$ cat src/design/el2hp_pkg.sv
// Types and constants of the Ethernet L2 header parser.
package el2hp_pkg;

    localparam logic [2:0] ST_ACCEPT    = 3'd0;
    localparam logic [2:0] ST_BAD_TYPE  = 3'd1;
    localparam logic [2:0] ST_LENGTH    = 3'd2;
    localparam logic [2:0] ST_NOT_UCAST = 3'd3;
    localparam logic [2:0] ST_RUNT      = 3'd4;
    localparam logic [2:0] ST_TAGS      = 3'd5;

    localparam logic [1:0] REG_LENGTH_LIMIT = 2'd0;
    localparam logic [1:0] REG_TYPE_FLOOR   = 2'd1;
    localparam logic [1:0] REG_CTAG_TYPE    = 2'd2;
    localparam logic [1:0] REG_STAG_TYPE    = 2'd3;

    localparam logic [15:0] RST_LENGTH_LIMIT = 16'd1500;
    localparam logic [15:0] RST_TYPE_FLOOR   = 16'd1536;
    localparam logic [15:0] RST_CTAG_TYPE    = 16'h8100;
    localparam logic [15:0] RST_STAG_TYPE    = 16'h88A8;

    localparam logic [5:0] POS_SRC_ADDR = 6'd6;
    localparam logic [5:0] POS_TYPE_HI  = 6'd12;
    localparam logic [5:0] POS_TYPE_LO  = 6'd13;
    localparam logic [5:0] POS_MAX      = 6'd63;
    localparam logic [5:0] BASE_HDR_LEN = 6'd14;

    typedef struct packed {
        logic [15:0] length_limit;
        logic [15:0] type_floor;
        logic [15:0] ctag_type;
        logic [15:0] stag_type;
    } t_cfg;

    typedef struct packed {
        logic [5:0]  header_len;
        logic [15:0] frame_type;
        logic [2:0]  status;
    } t_result;

endpackage

$ cat src/design/el2hp_byte_parser.sv
// Per-byte frame state and verdict logic of the Ethernet L2 header parser.
module el2hp_byte_parser #(
    parameter int MAX_TAGS = 4
) (
    input  logic               i_clk,
    input  logic               i_rst_n,
    input  el2hp_pkg::t_cfg    i_cfg,
    input  logic               i_accept,
    input  logic [7:0]         i_byte,
    input  logic               i_last,
    output logic               o_emit,
    output el2hp_pkg::t_result o_result
);

    logic [5:0]  r_pos, n_pos;
    logic [5:0]  r_off, n_off;
    logic [15:0] r_shift, n_shift;
    logic [3:0]  r_flags, n_flags;
    logic [2:0]  r_tags, n_tags;
    logic        r_done, n_done;
    logic [15:0] r_ptype, n_ptype;
    logic        r_pstag, n_pstag;

    logic        take_en;
    logic        is_ctag;
    logic        is_stag;
    logic        addr_ok;
    logic [6:0]  tag_end;

    assign tag_end = 7'(r_off) + (r_pstag ? 7'd7 : 7'd3);

    always_comb begin
        n_pos    = r_pos;
        n_off    = r_off;
        n_shift  = r_shift;
        n_flags  = r_flags;
        n_tags   = r_tags;
        n_done   = r_done;
        n_ptype  = r_ptype;
        n_pstag  = r_pstag;
        o_emit   = 1'b0;
        o_result = '0;
        take_en  = 1'b0;
        is_ctag  = 1'b0;
        is_stag  = 1'b0;
        addr_ok  = 1'b0;
        if (i_accept) begin
            if (!r_done) begin
                n_shift = {r_shift[7:0], i_byte};
                if (r_pos < el2hp_pkg::POS_TYPE_HI) begin
                    if (r_pos < el2hp_pkg::POS_SRC_ADDR) begin
                        if (i_byte != 8'd0) n_flags[0] = 1'b1;
                        if (r_pos == 6'd0 && i_byte[0]) n_flags[1] = 1'b1;
                    end else begin
                        if (i_byte != 8'd0) n_flags[2] = 1'b1;
                        if (r_pos == el2hp_pkg::POS_SRC_ADDR && i_byte[0]) n_flags[3] = 1'b1;
                    end
                end else if (r_pos == el2hp_pkg::POS_TYPE_LO) begin
                    if (n_shift >= i_cfg.length_limit && n_shift <= i_cfg.type_floor) begin
                        o_emit   = 1'b1;
                        o_result = '{header_len: 6'd0, frame_type: n_shift,
                                     status: el2hp_pkg::ST_BAD_TYPE};
                    end else if (n_shift < i_cfg.length_limit) begin
                        o_emit   = 1'b1;
                        o_result = '{header_len: 6'd0, frame_type: n_shift,
                                     status: el2hp_pkg::ST_LENGTH};
                    end else begin
                        n_off   = el2hp_pkg::BASE_HDR_LEN;
                        take_en = 1'b1;
                    end
                end else if (r_pos > el2hp_pkg::POS_TYPE_LO && tag_end == 7'(r_pos)) begin
                    n_off   = r_off + (r_pstag ? 6'd8 : 6'd4);
                    n_tags  = r_tags + 3'd1;
                    take_en = 1'b1;
                end

                addr_ok = n_flags[0] && !n_flags[1] && n_flags[2] && !n_flags[3];
                is_ctag = (n_shift == i_cfg.ctag_type);
                is_stag = (n_shift == i_cfg.stag_type);

                if (take_en) begin
                    if (is_ctag || is_stag) begin
                        if (n_tags >= 3'(MAX_TAGS)) begin
                            o_emit   = 1'b1;
                            o_result = '{header_len: n_off, frame_type: n_shift,
                                         status: el2hp_pkg::ST_TAGS};
                        end else begin
                            n_ptype = n_shift;
                            n_pstag = !is_ctag;
                        end
                    end else begin
                        o_emit   = 1'b1;
                        o_result = '{header_len: n_off, frame_type: n_shift,
                                     status: addr_ok ? el2hp_pkg::ST_ACCEPT
                                                     : el2hp_pkg::ST_NOT_UCAST};
                    end
                end

                if (i_last && !o_emit) begin
                    o_emit = 1'b1;
                    if (r_pos < el2hp_pkg::POS_TYPE_LO) begin
                        o_result = '{header_len: 6'd0, frame_type: 16'd0,
                                     status: el2hp_pkg::ST_RUNT};
                    end else begin
                        o_result = '{header_len: n_off, frame_type: n_ptype,
                                     status: addr_ok ? el2hp_pkg::ST_ACCEPT
                                                     : el2hp_pkg::ST_NOT_UCAST};
                    end
                end
                if (o_emit) n_done = 1'b1;
            end

            if (i_last) begin
                n_pos   = '0;
                n_off   = '0;
                n_shift = '0;
                n_flags = '0;
                n_tags  = '0;
                n_done  = 1'b0;
                n_ptype = '0;
                n_pstag = 1'b0;
            end else if (r_pos != el2hp_pkg::POS_MAX) begin
                n_pos = r_pos + 6'd1;
            end
        end
    end

    always_ff @(posedge i_clk) begin
        if (!i_rst_n) begin
            r_pos   <= '0;
            r_off   <= '0;
            r_shift <= '0;
            r_flags <= '0;
            r_tags  <= '0;
            r_done  <= 1'b0;
            r_ptype <= '0;
            r_pstag <= 1'b0;
        end else begin
            r_pos   <= n_pos;
            r_off   <= n_off;
            r_shift <= n_shift;
            r_flags <= n_flags;
            r_tags  <= n_tags;
            r_done  <= n_done;
            r_ptype <= n_ptype;
            r_pstag <= n_pstag;
        end
    end

endmodule

$ cat src/design/ethernet_l2_header_parser_unit.sv
// Top level of the Ethernet L2 header parser: configuration, byte parser, result register.
//
//   Channel | Direction | Content
//   s_*     | in        | one frame byte per transfer, tlast on the final byte
//   m_*     | out       | one verdict per frame
//   i_cfg_* | in        | register index and 16-bit value
//
// A verdict is presented in the cycle after the byte that settles it, from a
// single output register.
// A byte is taken while the output register is empty or being drained in the same cycle.
// Reset is synchronous and resets frame state, configuration and the output valid flag.
module ethernet_l2_header_parser_unit #(
    parameter int MAX_TAGS = 4
) (
    input  logic        i_clk,
    input  logic        i_rst_n,
    input  logic        s_tvalid,
    output logic        s_tready,
    input  logic [7:0]  s_tdata,   // [7:0] data_byte
    input  logic        s_tlast,   // last_byte
    output logic        m_tvalid,
    input  logic        m_tready,
    output logic [31:0] m_tdata,   // [2:0] status, [18:3] frame_type, [24:19] header_len
    input  logic        i_cfg_valid,
    output logic        o_cfg_ready,
    input  logic [1:0]  i_cfg_index,
    input  logic [15:0] i_cfg_data
);

    el2hp_pkg::t_cfg    r_cfg;
    el2hp_pkg::t_result r_res;
    el2hp_pkg::t_result res;
    logic               r_m_valid;
    logic               accept;
    logic               emit;

    assign o_cfg_ready = 1'b1;
    assign s_tready    = !r_m_valid || m_tready;
    assign accept      = s_tvalid && s_tready;
    assign m_tvalid    = r_m_valid;
    assign m_tdata     = {7'd0, r_res};

    always_ff @(posedge i_clk) begin
        if (!i_rst_n) begin
            r_cfg.length_limit <= el2hp_pkg::RST_LENGTH_LIMIT;
            r_cfg.type_floor   <= el2hp_pkg::RST_TYPE_FLOOR;
            r_cfg.ctag_type    <= el2hp_pkg::RST_CTAG_TYPE;
            r_cfg.stag_type    <= el2hp_pkg::RST_STAG_TYPE;
        end else if (i_cfg_valid) begin
            unique case (i_cfg_index)
                el2hp_pkg::REG_LENGTH_LIMIT: r_cfg.length_limit <= i_cfg_data;
                el2hp_pkg::REG_TYPE_FLOOR:   r_cfg.type_floor   <= i_cfg_data;
                el2hp_pkg::REG_CTAG_TYPE:    r_cfg.ctag_type    <= i_cfg_data;
                el2hp_pkg::REG_STAG_TYPE:    r_cfg.stag_type    <= i_cfg_data;
                default:                     r_cfg              <= r_cfg;
            endcase
        end
    end

    el2hp_byte_parser #(
        .MAX_TAGS (MAX_TAGS)
    ) u_parser (
        .i_clk    (i_clk),
        .i_rst_n  (i_rst_n),
        .i_cfg    (r_cfg),
        .i_accept (accept),
        .i_byte   (s_tdata),
        .i_last   (s_tlast),
        .o_emit   (emit),
        .o_result (res)
    );

    always_ff @(posedge i_clk) begin
        if (!i_rst_n) begin
            r_m_valid <= 1'b0;
        end else if (accept && emit) begin
            r_m_valid <= 1'b1;
        end else if (m_tready) begin
            r_m_valid <= 1'b0;
        end
    end

    always_ff @(posedge i_clk) begin
        if (accept && emit) begin
            r_res <= res;
        end
    end

endmodule

$ cat config.mk
export PLATFORM = sky130hd
export DESIGN_NAME = ethernet_l2_header_parser_unit
export DESIGN_NICKNAME = d
export VERILOG_FILES = /design/src/design/el2hp_pkg.sv /design/src/design/el2hp_byte_parser.sv /design/src/design/ethernet_l2_header_parser_unit.sv
export SDC_FILE = /design/constraint.sdc
export NUM_CORES = 1
export LEC_CHECK = 0
export BUFFER_PORTS_ARGS = -buffer_cell sky130_fd_sc_hd__buf_4
export CORE_MARGIN = 2
export CORE_UTILIZATION = 60
export CTS_CLUSTER_DIAMETER = 200
export CTS_CLUSTER_SIZE = 20
export DETAILED_ROUTE_END_ITERATION = 10
export GPL_ROUTABILITY_DRIVEN = 0
export PLACE_DENSITY = 0.91
export REMOVE_ABC_BUFFERS = 1
export SETUP_SLACK_MARGIN = 0.1
export SLEW_MARGIN = 20
export SYNTH_ARGS = -nofsm -noshare
export SYNTH_HDL_FRONTEND = slang
export SYNTH_SLANG_ARGS = --single-unit
$ cat constraint.sdc
create_clock -name i_clk -period 6.15 [get_ports i_clk]
set_clock_uncertainty 0.1 [all_clocks]
set_input_delay 0.9225 -clock i_clk [delete_from_list [all_inputs] [get_ports i_clk]]
set_output_delay 0.9225 -clock i_clk [all_outputs]
set_load 0.1 [all_outputs]
# After elaboration in Yosys (flattened, before gate mapping)
# Index checks and enable logic that the tools add are counted.
# op_classes
mux,77
n_reduce_logical,32
eq_ne,11
n_addsub,4
bitwise,1
magnitude_cmp,8
# ops
op,n
25-bit 2-to-1 mux,7
16-bit 2-to-1 mux,5
6-bit 2-to-1 mux,9
19-bit 2-to-1 mux,2
1-bit 2-to-1 mux,35
16-bit == test,2
3-bit 2-to-1 mux,8
4-bit 2-to-1 mux,6
16-bit greater-or-equal comparator,1
16-bit <= comparator,1
16-bit less-than comparator,1
8-bit 2-to-1 mux,2
6-bit by 4-bit less-than comparator with 1-bit output (second input constant),2
2-bit AND reduction,6
1-bit logical AND,10
2-bit nonzero test,4
8-bit nonzero test,1
6-bit by 7-bit adder with 7-bit output,1
7-bit by 6-bit == test with 1-bit output,1
6-bit by 1-bit adder with 6-bit output (second input constant),1
6-bit adder,1
6-bit by 3-bit == test with 1-bit output (second input constant),1
6-bit by 4-bit == test with 1-bit output (second input constant),1
6-bit by 4-bit greater-than comparator with 1-bit output (second input constant),1
15 further kinds,24
# totals
input_bits,32
register_bits,135
out_inout_bits,35
elab_cells,149

# Longest topological paths before layout
# Gate-level depths: netlist of run 1.
# depth
word_depth,24
ltp_mapped,12
depth_no_buf,10

# Hierarchy
# From an unflattened synthesis of run 1, not the netlist that was laid out.
# hier_totals
hier_cells,763
area_unflattened_um2,7235.7
# modules_own_cells
mod,instances,area_per_inst_um2,cells_each,seq_area_each_um2
el2hp_byte_parser,1,3882.5,476,900.9
ethernet_l2_header_parser_unit,1,3353.2,287,2052.0

# Least setup slack after synthesis of run 1
# No wires, ideal clock.
# synth_timing
path_kind,in2reg
start,input port s_tdata[7]
end,"register r_res, in the netlist m_tdata[0] (enable)"
path_stages,8
path_buffers,0
path_slack_ps,2079
t_arrival_ps,3555
setup_time_ps,415
t_required_ps,5635
path_cell_list,ha_1 a21oi_1 a211oi_1 a2111oi_0 o21a_1 a211o_2 o221ai_4 a21oi_1
# synth_via
elab_chain_len,18
elab_cells_between_ends,30
cone_classes,order compare (3); eq/ne (2); mux (20); reduce/logical (5)
# synth_rtl
item,line,text
from (decl),ethernet_l2_header_parser_unit.sv:19,"input logic [7:0] s_tdata,"
"16-bit less-than comparator, or another cell as far along",el2hp_byte_parser.sv:63,end else if (n_shift < i_cfg.length_limit) begin
1-bit 2-to-1 mux / 1-bit logical AND (equally long branches),"el2hp_byte_parser.sv:63, el2hp_byte_parser.sv:59",
1-bit 2-to-1 mux,el2hp_byte_parser.sv:59,if (n_shift >= i_cfg.length_limit && n_shift <= i_cfg.type_floor) begin
1-bit 2-to-1 mux,el2hp_byte_parser.sv:58,end else if (r_pos == el2hp_pkg::POS_TYPE_LO) begin
1-bit 2-to-1 mux,el2hp_byte_parser.sv:50,if (r_pos < el2hp_pkg::POS_TYPE_HI) begin
"1-bit 2-to-1 mux, on equally long branches","el2hp_byte_parser.sv:83, el2hp_byte_parser.sv:48",
"1-bit 2-to-1 mux, on equally long branches","el2hp_byte_parser.sv:82, el2hp_byte_parser.sv:47",
1-bit 2-to-1 mux *,el2hp_byte_parser.sv:81,if (take_en) begin
(+2 left out),n/a,
1-bit zero test,el2hp_byte_parser.sv:99,if (i_last && !o_emit) begin
1-bit logical AND,el2hp_byte_parser.sv:99,
1-bit 2-to-1 mux *,el2hp_byte_parser.sv:99,
1-bit 2-to-1 mux *,el2hp_byte_parser.sv:48,if (!r_done) begin
1-bit 2-to-1 mux *,el2hp_byte_parser.sv:47,if (i_accept) begin
1-bit 2-to-1 mux *,el2hp_byte_parser.sv:48,
1-bit 2-to-1 mux *,el2hp_byte_parser.sv:47,
1-bit logical AND *,ethernet_l2_header_parser_unit.sv:84,if (accept && emit) begin
to (signal assigned),ethernet_l2_header_parser_unit.sv:85,r_res <= res;
to (decl),ethernet_l2_header_parser_unit.sv:31,el2hp_pkg::t_result r_res;
# Mark *: on every way between the ends. The rest lies on a longest branch, timed or not. The select of a mux whose other input is x is not followed.
# A chain may end at the register's enable or synchronous reset.

# Worst setup path after layout of run 1
# layout_timing
start,register u_parser.r_pstag
end,"register r_res, in the netlist m_tdata[23] (enable)"
# layout_via
elab_chain_len,23
elab_cells_between_ends,28
cone_classes,add/sub (1); order compare (1); eq/ne (1); mux (21); reduce/logical (4)
# layout_rtl
item,line,text
from (decl),el2hp_byte_parser.sv:22,"logic r_pstag, n_pstag;"
from (signal assigned),el2hp_byte_parser.sv:146,r_pstag <= n_pstag;
3-bit 2-to-1 mux *,el2hp_byte_parser.sv:30,assign tag_end = 7'(r_off) + (r_pstag ? 7'd7 : 7'd3);
6-bit by 7-bit adder with 7-bit output *,el2hp_byte_parser.sv:30,
7-bit by 6-bit == test with 1-bit output *,el2hp_byte_parser.sv:71,end else if (r_pos > el2hp_pkg::POS_TYPE_LO && tag_end == 7'(r_pos)) begin
1-bit logical AND *,el2hp_byte_parser.sv:71,
3-bit 2-to-1 mux,el2hp_byte_parser.sv:71,
3-bit 2-to-1 mux,el2hp_byte_parser.sv:58,
3-bit 2-to-1 mux,el2hp_byte_parser.sv:50,
3-bit 2-to-1 mux,el2hp_byte_parser.sv:48,
(+7 left out),n/a,
1-bit zero test,el2hp_byte_parser.sv:99,
1-bit logical AND,el2hp_byte_parser.sv:99,
1-bit 2-to-1 mux *,el2hp_byte_parser.sv:99,
1-bit 2-to-1 mux *,el2hp_byte_parser.sv:48,
1-bit 2-to-1 mux *,el2hp_byte_parser.sv:47,
1-bit 2-to-1 mux *,el2hp_byte_parser.sv:48,
1-bit 2-to-1 mux *,el2hp_byte_parser.sv:47,
1-bit logical AND *,ethernet_l2_header_parser_unit.sv:84,
# Marks and branches as above.

==> impl_metrics.toml, run 1 <==
[status]
outcome = "complete, no violations"

[grt]
gr-total-overflow = 0
use_met2_pct = 46.5
grt_pass1_wl_um = 28800
globalRoute.busiestLayer = "met2"
met3_usage_pct = 5.44
grt_max_degree = 65
grt.total_usage_pct = 28.9
grt_pass1_vias = 5717
antenna_found_initial = 0
grt_use_met1_pct = 38.4

[critical_path]
crit_type = "register to register"
path_cells = "inv_1 -> ha_1 -> o21ba_2 -> or4b_4 -> o2111ai_2 -> o211ai_1 -> nor2_4 -> o221ai_4 -> a21oi_2 -> buf_4"
critPathRequiredTime_ps = 6150
rr_startpoint = "u_parser.r_pstag"
startpoint = "u_parser.r_pstag"
critPathSlowestCell = "dfxtp_1"
slowest_delay_ps = 480
critical_path_arrival_ps = 3670
critPathLaunchType = "register"
path_max_fanout = 20
cp-end-kind = "register"

[sta]
fmax_mhz = 273
rsz0062_at_grt = "false"
fin_crit_ps = 3670
period_share_pct = 59.7
tns_ps = 0
tightest_slew_ps = 1090
report.final.hold_viol_count = 0
drv_slew = 0
slew_headroom_pct = 27.2
finalSetupViolations = 0

[drt]
via_count = 6081
drtPass1Iterations = 7
via_per_inst = 6.20
detail-route-antenna-nets = 0
drt_wl_total_um = 17900
drc = 0
first_iter_violations = 567
drt-wirelength-per-cell_um = 18.3

[synthesis]
synth-warning-count = 0
synth_area_mm2 = 0.00699
ys_top_cells_by_area = "dfxtp_1 (32%), edfxtp_1 (11%), nand2_1 (8.3%)"
synth_top_area_cell = "dfxtp_1"
async_flop_share_pct = 0
synth.avg_cell_area_um2 = 8.88
synthFlopType = "dfxtp_1"
synth_cell_types = 71
synth-seq-cells = 135
synth-edff-count = 25
seq_area_frac_synth_pct = 42.3
synth_top_cell_area_share_pct = 31.5
synth_cells = 787

[clock_network]
cts.sinks = 135
clockBufferDepth = 2
cts_tree = "yes"
cts-root-buf = "clkbuf_16"
cts_buffers = 17
ctsHoldBuffers = 0
clkLatencyLatePin_ps = 430
cts_resized = 0
path_clk_slew_ps = 60
cts_setup_buffers = 0
htree_levels = 4

[worst_hold_path]
min_from = "r_cfg[57]"
hp-class = "register to register"

[layout]
diodes = 0
drive_gt1_share_pct = 15.0
final_cell_area_mm2 = 0.00796
area_growth_pct = 14.0
fin_nets = 900

[floorplanning]
dieArea_mm2 = 0.0125
core_mm2 = 0.0114
start_util_pct = 61.4
pin_count = 67
die_h_um = 112
rows = 39
dieWidth_um = 112

[power]
p_leak_nw = 3.25
p_per_area_mw_per_mm2 = 274
ir_drop_uv = 210

[placement]
place_hpwl_um = 11800
io_buffers = 58
placed_area_mm2 = 0.00739

[run]
max-cap-violations = 0
-- placed cells by master, fill, tap and decap left out, types with 4 or more instances in the layout --
| cell | Yosys | final |
|---|---|---|
| inv_1 | 46 | 45 |
| a31oi_1 | 4 | 4 |
| nor2_1 | 31 | 31 |
| a22o_2 | 6 | 6 |
| o21ai_0 | 9 | 9 |
| nand4_1 | 9 | 9 |
| a21o_1 | 6 | 6 |
| a21oi_1 | 78 | 77 |
| conb_1 | 2 | 8 |
| clkbuf_16 | 0 | 18 |
| a22oi_1 | 9 | 9 |
| o211ai_1 | 12 | 12 |
| or2_2 | 4 | 4 |
| nor3b_1 | 5 | 4 |
| xor2_1 | 36 | 36 |
| nor4_1 | 12 | 12 |
| inv_6 | 0 | 4 |
| dfxtp_1 | 110 | 110 |
| a22o_1 | 28 | 28 |
| nand3_1 | 28 | 28 |
| nand2_1 | 154 | 154 |
| xnor2_1 | 6 | 6 |
| a32oi_1 | 5 | 5 |
| buf_4 | 10 | 66 |
| nor3_1 | 5 | 5 |
| ha_1 | 42 | 42 |
| edfxtp_1 | 25 | 25 |
-- synthesized netlist by cell type, types with 3 or more instances --
library cell,number
a21o_1,6
a21oi_1,78
a22o_1,28
a22o_2,6
a22oi_1,9
a31oi_1,4
a32oi_1,5
a41oi_1,3
and2_2,3
and3_1,3
and4_1,3
buf_1,4
buf_4,10
buf_6,5
clkbuf_1,27
dfxtp_1,110
edfxtp_1,25
ha_1,42
inv_1,46
nand2_1,154
nand2b_1,3
nand3_1,28
nand3b_1,3
nand4_1,9
nor2_1,31
nor2b_1,3
nor3_1,5
nor3b_1,5
nor4_1,12
o211ai_1,12
o21a_1,3
o21ai_0,9
o31ai_1,3
or2_2,4
or3_1,3
xnor2_1,6
xor2_1,36
-- path summary, 6_finish.rpt --
| check | cells after the start | slack, ps | to |
|---|---|---|---|
| setup / recovery | 10 | 2480 | m_tdata[23] |
| setup reg to reg | 10 | 2480 | m_tdata[23] |
| hold / removal | 2 | 360 | r_cfg[57] |
| hold reg to reg | 2 | 360 | r_cfg[57] |
-- area by class of cell --
cell class                      instances  area, um2
Multi-Input combinational cell        559       3590
Fill cell                             805       3410
Timing Repair Buffer                   66        495
Sequential cell                       135       2950
Inverter                               46        173
Clock inverter                         13        118
Tap cell                              143        179
Clock buffer                           19        454
-- metal layers --
layer  vias to the layer above  routed length [um]  part of all wire (%)
met2                       338                8510                    47
met3                        54                1540                   8.6
met5                         -                   0                     0
met1                      2867                7340                    41
li1                       2822                   -                     -
met4                         0                 515                   2.9
-- sequential cells by signal, summed over array words and instances (netlist names) --
name,flops
u_parser.r_shift,8
u_parser.r_flags,4
u_parser.r_tags,3
r_cfg,64
u_parser.r_done,1
u_parser.r_pos,6
m_tvalid,1
u_parser.r_pstag,1
u_parser.r_ptype,16
u_parser.r_off,6
m_tdata,25
-- per-stage QoR --
stage	cells	total power, mW	setup slack, ps	hold WS, ps	util, %
after global routing	981	2.24	2350	379	70.0
final	981	2.18	2480	359	70.0
after floorplan	740	1.12	2000	336	-
after global placement	949	1.20	2240	342	65.0
after CTS	981	2.18	2540	356	70.0
after detailed placement	949	1.20	2120	349	65.0
-- cell families (layout without fill, tap and decap cells) --
kind of cell | after synthesis | in the layout | share of synthesized area (%)
mux | 1 | 1 | 0.143
flops | 135 | 135 | 42.3
simple gates | 279 | 279 | 18.8
compound gates | 186 | 186 | 18.8
xor+xnor | 42 | 42 | 5.27
fa+ha+maj | 43 | 43 | 7.81
other cells | 2 | 8 | 0.108
buf+inv | 99 | 144 | 6.81
-- report_power, final --
part | internal (mW) | leakage, nW | switching [mW]
Sequential | 0.925 | 1.14 | 0.0194
Clock | 0.582 | 0.281 | 0.402
Combinational | 0.0709 | 1.83 | 0.179
-- worst max-delay path, delay by kind of cell (launching register included) --
kind	cells	cell delay (ps)
AO/OA/AOI/OAI	5	1160
adder cells (fa/ha/maj)	1	380
buffers and inverters	2	430
flip-flops	1	480
AND/OR/NAND/NOR	2	770
No activity file was read; power rests on OpenSTA's default activity.
==> run 2, diff against run 1 <==
==> constraint.sdc (replaced) <==
create_clock -name i_clk -period 3.73 [get_ports i_clk]
set_clock_uncertainty 0.1 [all_clocks]
set_input_delay 0.5595 -clock i_clk [delete_from_list [all_inputs] [get_ports i_clk]]
set_output_delay 0.5595 -clock i_clk [all_outputs]
set_load 0.1 [all_outputs]
==> impl_metrics.toml, run 2 (same netlist as run 1, synthesis figures left out) <==
[drt]
wl_met2_um = 8700
via_count = 6192
met1Wirelength_um = 7380
top_layer = "met4"
drtPass1Iterations = 6
detail-route-antenna-nets = 0
wl_met3_um = 1710
drt_wl_total_um = 18500
drt-wirelength-per-cell_um = 18.7
via_per_inst = 6.27
first_iter_violations = 611
drc = 0

[power]
power.internal_mw = 2.60
p_leak_nw = 3.28
p_sw_share_pct = 27.4
p_per_area_mw_per_mm2 = 447
comb_power_share_pct = 11.7
seqPwrFrac_pct = 43.4
ir_drop_uv = 431
total_power_mw = 3.59
pwr-share-clk_pct = 44.9
power.switching_mw = 0.984

[critical_path]
cp-end-kind = "register"
crit_type = "register to register"
path_max_fanout = 16
critical_path_arrival_ps = 3470
critPathRequiredTime_ps = 3810
critPathLaunchType = "register"

[sta]
report.final.hold_viol_count = 0
fin_crit_ps = 3390
tns_ps = 0
drv_slew = 0
rsz0062_at_grt = "false"
slew_headroom_pct = 47.0
fmax_mhz = 295
period_share_pct = 90.8
finalSetupViolations = 0
tightest_slew_ps = 788

[clock_network]
cts_buffers = 17
clockBufferDepth = 2
htree_levels = 4
cts_resized = 0
clkLatencyLatePin_ps = 430
path_clk_slew_ps = 60
ctsHoldBuffers = 0
cts-root-buf = "clkbuf_16"
cts_tree = "yes"
cts_setup_buffers = 0
cts.sinks = 135

[grt]
grt.total_usage_pct = 30.1
grt_max_degree = 65
antenna_found_initial = 0
gr-total-overflow = 0
grt_pass1_wl_um = 30000
grt_pass1_vias = 5966

[layout]
top_register = "r_cfg"
area_growth_pct = 14.9
mostFrequentLayoutCells = "nand2_1 (154), dfxtp_1 (110), a21oi_1 (77)"
largest_reg_flops = 64
diodes = 0
fill_cells = 786
final_common_cell = "nand2_1"
fin_nets = 907
fin_util_pct = 70.6
drive_gt1_share_pct = 15.6

[placement]
place_hpwl_um = 11600
io_buffers = 58

[floorplanning]
rows = 39
dieArea_mm2 = 0.0125
start_util_pct = 61.4
die_h_um = 112
dieWidth_um = 112
core_mm2 = 0.0114
pin_count = 67

[status]
outcome = "complete, no violations"

[worst_hold_path]
hp-class = "input pin to register"

[run]
max-cap-violations = 0
run 2: changes by cell type in the layout (fill, tap and decap cells not counted):
cell	before	now
clkinv_4	3	2
clkinv_1	1	0
inv_6	4	2
inv_4	0	1
buf_4	66	71
buf_12	0	2
clkinv_2	3	4
clkbuf_1	1	3
run 2: power groups by stage:
stage          Clock [mW]  Combinational (mW)  Sequential, mW
6_report             1.61               0.420            1.56
5_1_grt              1.68               0.450            1.56
4_1_cts              1.60               0.413            1.56
3_5_place_dp            0               0.405            1.59
3_3_place_gp            0               0.396            1.58
2_1_floorplan           0               0.199            1.65
run 2: per-stage QoR:
| stage | hold WS, ps | setup WS [ps] | instances | cell area [um2] |
|---|---|---|---|---|
| final | 280 | 344 | 988 | 8030 |
| after global routing | 292 | 199 | 988 | 8030 |
| after CTS | 271 | 262 | 987 | 8010 |
| after detailed placement | 348 | 206 | 955 | 7450 |
| after global placement | 342 | 317 | 955 | 7450 |
| after floorplan | 336 | -229 | 740 | 6710 |
run 2: critical path, cell delays in order (launching register included):
cell and delay, ps:
dfxtp_1 450, ha_1 360, nand4_1 160, nor4_1 440
a21boi_0 230, o31ai_1 110, a211o_2 330, o221ai_4 350
o32ai_4 170, buf_12 180, a22o_2 250
run 2: worst paths after layout:
path / end / slack, ps / start / cells past startpoint
min reg2reg: r_cfg[35] / 360 / r_cfg[35] / 2
max reg2reg: m_tdata[4] / 340 / u_parser.r_shift[4] / 10
min: r_cfg[7] / 280 / i_cfg_data[7] / 3
max: m_tdata[4] / 340 / u_parser.r_shift[4] / 10
run 2: area by class of cell:
class	instances	area [um2]	share of cell area [%]
Inverter	46	173	2.15
Sequential cell	135	2950	36.8
Tap cell	143	179	2.23
Clock inverter	11	98.8	1.23
Timing Repair Buffer	73	573	7.14
Clock buffer	21	462	5.75
Multi-Input combinational cell	559	3590	44.7
run 2: routing by layer:
layer	global-route usage, %	up-vias
li1	-	2834
met1	38.0	2872
met2	48.9	394
met3	7.13	92
met4	14.2	0
met5	0	-
==> run 3, diff against run 2 <==
--- a/config.mk
+++ b/config.mk
@@ -5,14 +5,16 @@
 export SDC_FILE = /design/constraint.sdc
 export NUM_CORES = 1
 export LEC_CHECK = 0
+export ABC_AREA = 1
 export BUFFER_PORTS_ARGS = -buffer_cell sky130_fd_sc_hd__buf_4
+export CAP_MARGIN = 40
 export CORE_MARGIN = 2
-export CORE_UTILIZATION = 60
+export CORE_UTILIZATION = 54
 export CTS_CLUSTER_DIAMETER = 200
 export CTS_CLUSTER_SIZE = 20
 export DETAILED_ROUTE_END_ITERATION = 10
 export GPL_ROUTABILITY_DRIVEN = 0
-export PLACE_DENSITY = 0.91
+export PLACE_DENSITY = 0.86
 export REMOVE_ABC_BUFFERS = 1
 export SETUP_SLACK_MARGIN = 0.1
 export SLEW_MARGIN = 20
==> constraint.sdc (replaced) <==
create_clock -name i_clk -period 3 [get_ports i_clk]
set_clock_uncertainty 0.1 [all_clocks]
set_input_delay 0.45 -clock i_clk [delete_from_list [all_inputs] [get_ports i_clk]]
set_output_delay 0.45 -clock i_clk [all_outputs]
set_load 0.1 [all_outputs]
==> impl_metrics.toml, run 3 <==
[sta]
worst_slack_ps = 166
finalSetupViolations = 0
slew_headroom_pct = 49.1
drv_slew = 0
fin_crit_ps = 2830
period_share_pct = 94.5
rsz0062_at_grt = "false"
tightest_slew_ps = 763
report.final.hold_viol_count = 0
fmax_mhz = 353
hold_slack_ps = 169

[floorplanning]
core_mm2 = 0.0138
die_h_um = 123
dieArea_mm2 = 0.0151
pin_count = 67
rows = 43
dieWidth_um = 123
start_util_pct = 55.0

[synthesis]
async_flop_share_pct = 0
netlist_top_cells_count = "nand2_1 (187), nor2_1 (142), inv_1 (119), dfxtp_1 (110), a21oi_1 (96)"
seq_area_frac_synth_pct = 38.8
synth_top_cell_area_share_pct = 29.0
synth-warning-count = 0
synth.avg_cell_area_um2 = 7.42
ys_top_cells_by_area = "dfxtp_1 (29%), edfxtp_1 (9.9%), nand2_1 (9.2%)"
synth-edff-count = 25
synth-seq-cells = 135
synth_cell_types = 45
synth_cells = 1025
synthFlopType = "dfxtp_1"
synth_area_mm2 = 0.00761
synth_top_area_cell = "dfxtp_1"
synth_most_common_cell = "nand2_1"

[drt]
via_per_inst = 5.54
drt_wl_total_um = 19500
detail-route-antenna-nets = 0
drc = 0
first_iter_violations = 643
drtPass1Iterations = 5
drt-wirelength-per-cell_um = 15.1
via_count = 7164

[critical_path]
path_max_fanout = 12
critPathRequiredTime_ps = 3040
startpoint = "u_parser.r_pstag"
slowest_delay_ps = 370
crit_type = "register to register"
rrSetupSlack_ps = 170
crit_top_cell = "nand2_1"
cp_top_family = "simple AND/OR/NAND/NOR gates"
critPathLaunchType = "register"
r2r_cells = 17
cp-end-kind = "register"
r2r_end = "m_tdata[20]"
path_buf_inv = 5
setup.worst_path.end = "m_tdata[20]"
path_cells = "inv_1 -> ha_4 -> inv_4 -> o21ai_1 -> nand2_1 -> nand2_1 -> nand2_1 -> inv_2 -> nand3_4 -> o21bai_4 -> nand2_8 -> nand2_4 -> nand2_4 -> nand3_1 -> nand3_2 -> inv_4 -> clkbuf_16"
rr_startpoint = "u_parser.r_pstag"
cp.depth = 17
critical_path_arrival_ps = 2880
critPathSlowestCell = "dfxtp_4"

[layout]
area_growth_pct = 19.2
fill_cells = 1097
fin_nets = 1175
largest_reg_flops = 64
final_common_cell = "nand2_1"
mostFrequentLayoutCells = "nand2_1 (187), nor2_1 (139), inv_1 (117)"
fin_cells = 1293
drive_gt1_share_pct = 16.7
top_register = "r_cfg"
final_cell_area_mm2 = 0.00907
diodes = 0

[placement]
placed_cells = 1244
io_buffers = 58
place_hpwl_um = 13200
placed_area_mm2 = 0.00822
place_ws_ps = 7.26

[grt]
grt_max_degree = 36
gr-total-overflow = 0
grt_pass1_wl_um = 30600
antenna_found_initial = 0
grt.total_usage_pct = 25.9
grt_pass1_vias = 6346

[run]
max-cap-violations = 0

[clock_network]
clockBufferDepth = 2
cts_tree = "yes"
clkLatencyLatePin_ps = 430
cts.sinks = 135
htree_levels = 4
cts_buffers = 17
path_clk_slew_ps = 60
cts-root-buf = "clkbuf_16"

[worst_hold_path]
min_from = "i_cfg_data[3]"
hp-class = "input pin to register"

[power]
ir_drop_uv = 402
p_leak_nw = 3.89
p_per_area_mw_per_mm2 = 507

[status]
outcome = "complete, no violations"
[run 3: cell types whose count changed in the layout (fill, tap and decap cells not counted), sizes merged, moves of 24 or more]
cell and delta:
nand3 +24, nand2 +51, nor2 +114, xor2 -24, a22o -34, inv +81
a21oi +28, o21ai +57
[run 3: worst register-to-register path: cells and delay by family (launching register included)]
family / cells / cell delay [ps]
AO/OA/AOI/OAI: 2 / 340
AND/OR/NAND/NOR: 9 / 920
adder cells (fa/ha/maj): 1 / 310
flip-flops: 1 / 370
buffers and inverters: 5 / 520
[run 3: power breakdown]
part	switching [mW]	internal, mW	total [mW]
clock	0.835	1.21	2.05
sequential	0.0347	1.91	1.94
combinational	0.427	0.176	0.604
total	1.30	3.30	4.60
[run 3: worst min-delay path by stage]
stage | to | slack [ps] | cells past startpoint
3_5_place_dp | r_cfg[36] | 350 | 2
3_3_place_gp | r_cfg[33] | 350 | 2
4_1_cts | r_cfg[15] | 170 | 3
6_report | r_cfg[3] | 170 | 3
5_1_grt | r_cfg[3] | 170 | 3
2_1_floorplan | r_cfg[33] | 330 | 2
[run 3: through the flow]
step | setup TNS, ps | power [mW] | utilization, %
final | 0 | 4.60 | 65.6
after global routing | 0 | 4.76 | 65.6
after CTS | 0 | 4.59 | 63.7
after detailed placement | 0 | 2.56 | 59.5
after global placement | 0 | 2.55 | 59.5
after floorplan | -28640 | 2.37 | -
[run 3: cells by family (layout without fill, tap and decap cells)]
| group | after synthesis | count (layout) | synth area share (%) |
|---|---|---|---|
| adder cells (fa/ha/maj) | 43 | 43 | 7.17 |
| AND/OR/NAND/NOR | 442 | 445 | 26.0 |
| buffers and inverters | 175 | 254 | 9.62 |
| other | 2 | 8 | 0.0987 |
| flip-flops | 135 | 135 | 38.8 |
| AO/OA/AOI/OAI | 197 | 197 | 14.7 |
| XOR/XNOR | 31 | 31 | 3.57 |
[run 3: timing repair]
item	in CTS	in global routing
gates cloned	0	4
buffers inserted	0	13
resized for setup	3	16
setup endpoints to repair	47	56
hold buffers	0	0
pin swaps	0	8
[run 3: layer usage]
| layer | vias up | routed length, um | GRT usage, % |
|---|---|---|---|
| li1 | 3490 | - | - |
| met4 | 0 | 639 | 12.0 |
| met5 | - | 0 | 0 |
| met3 | 52 | 1720 | 5.76 |
| met2 | 351 | 8880 | 39.6 |
| met1 | 3271 | 8220 | 34.8 |
[run 3: layout make-up]
cell class                      count  area (um2)  area share [%]
Clock buffer                       20         467            5.15
Timing Repair Buffer               94         785            8.65
Sequential cell                   135        2960            32.7
Clock inverter                     12         114            1.26
Inverter                          128         485            5.35
Tap cell                          180         225            2.48
Multi-Input combinational cell    724        4030            44.5
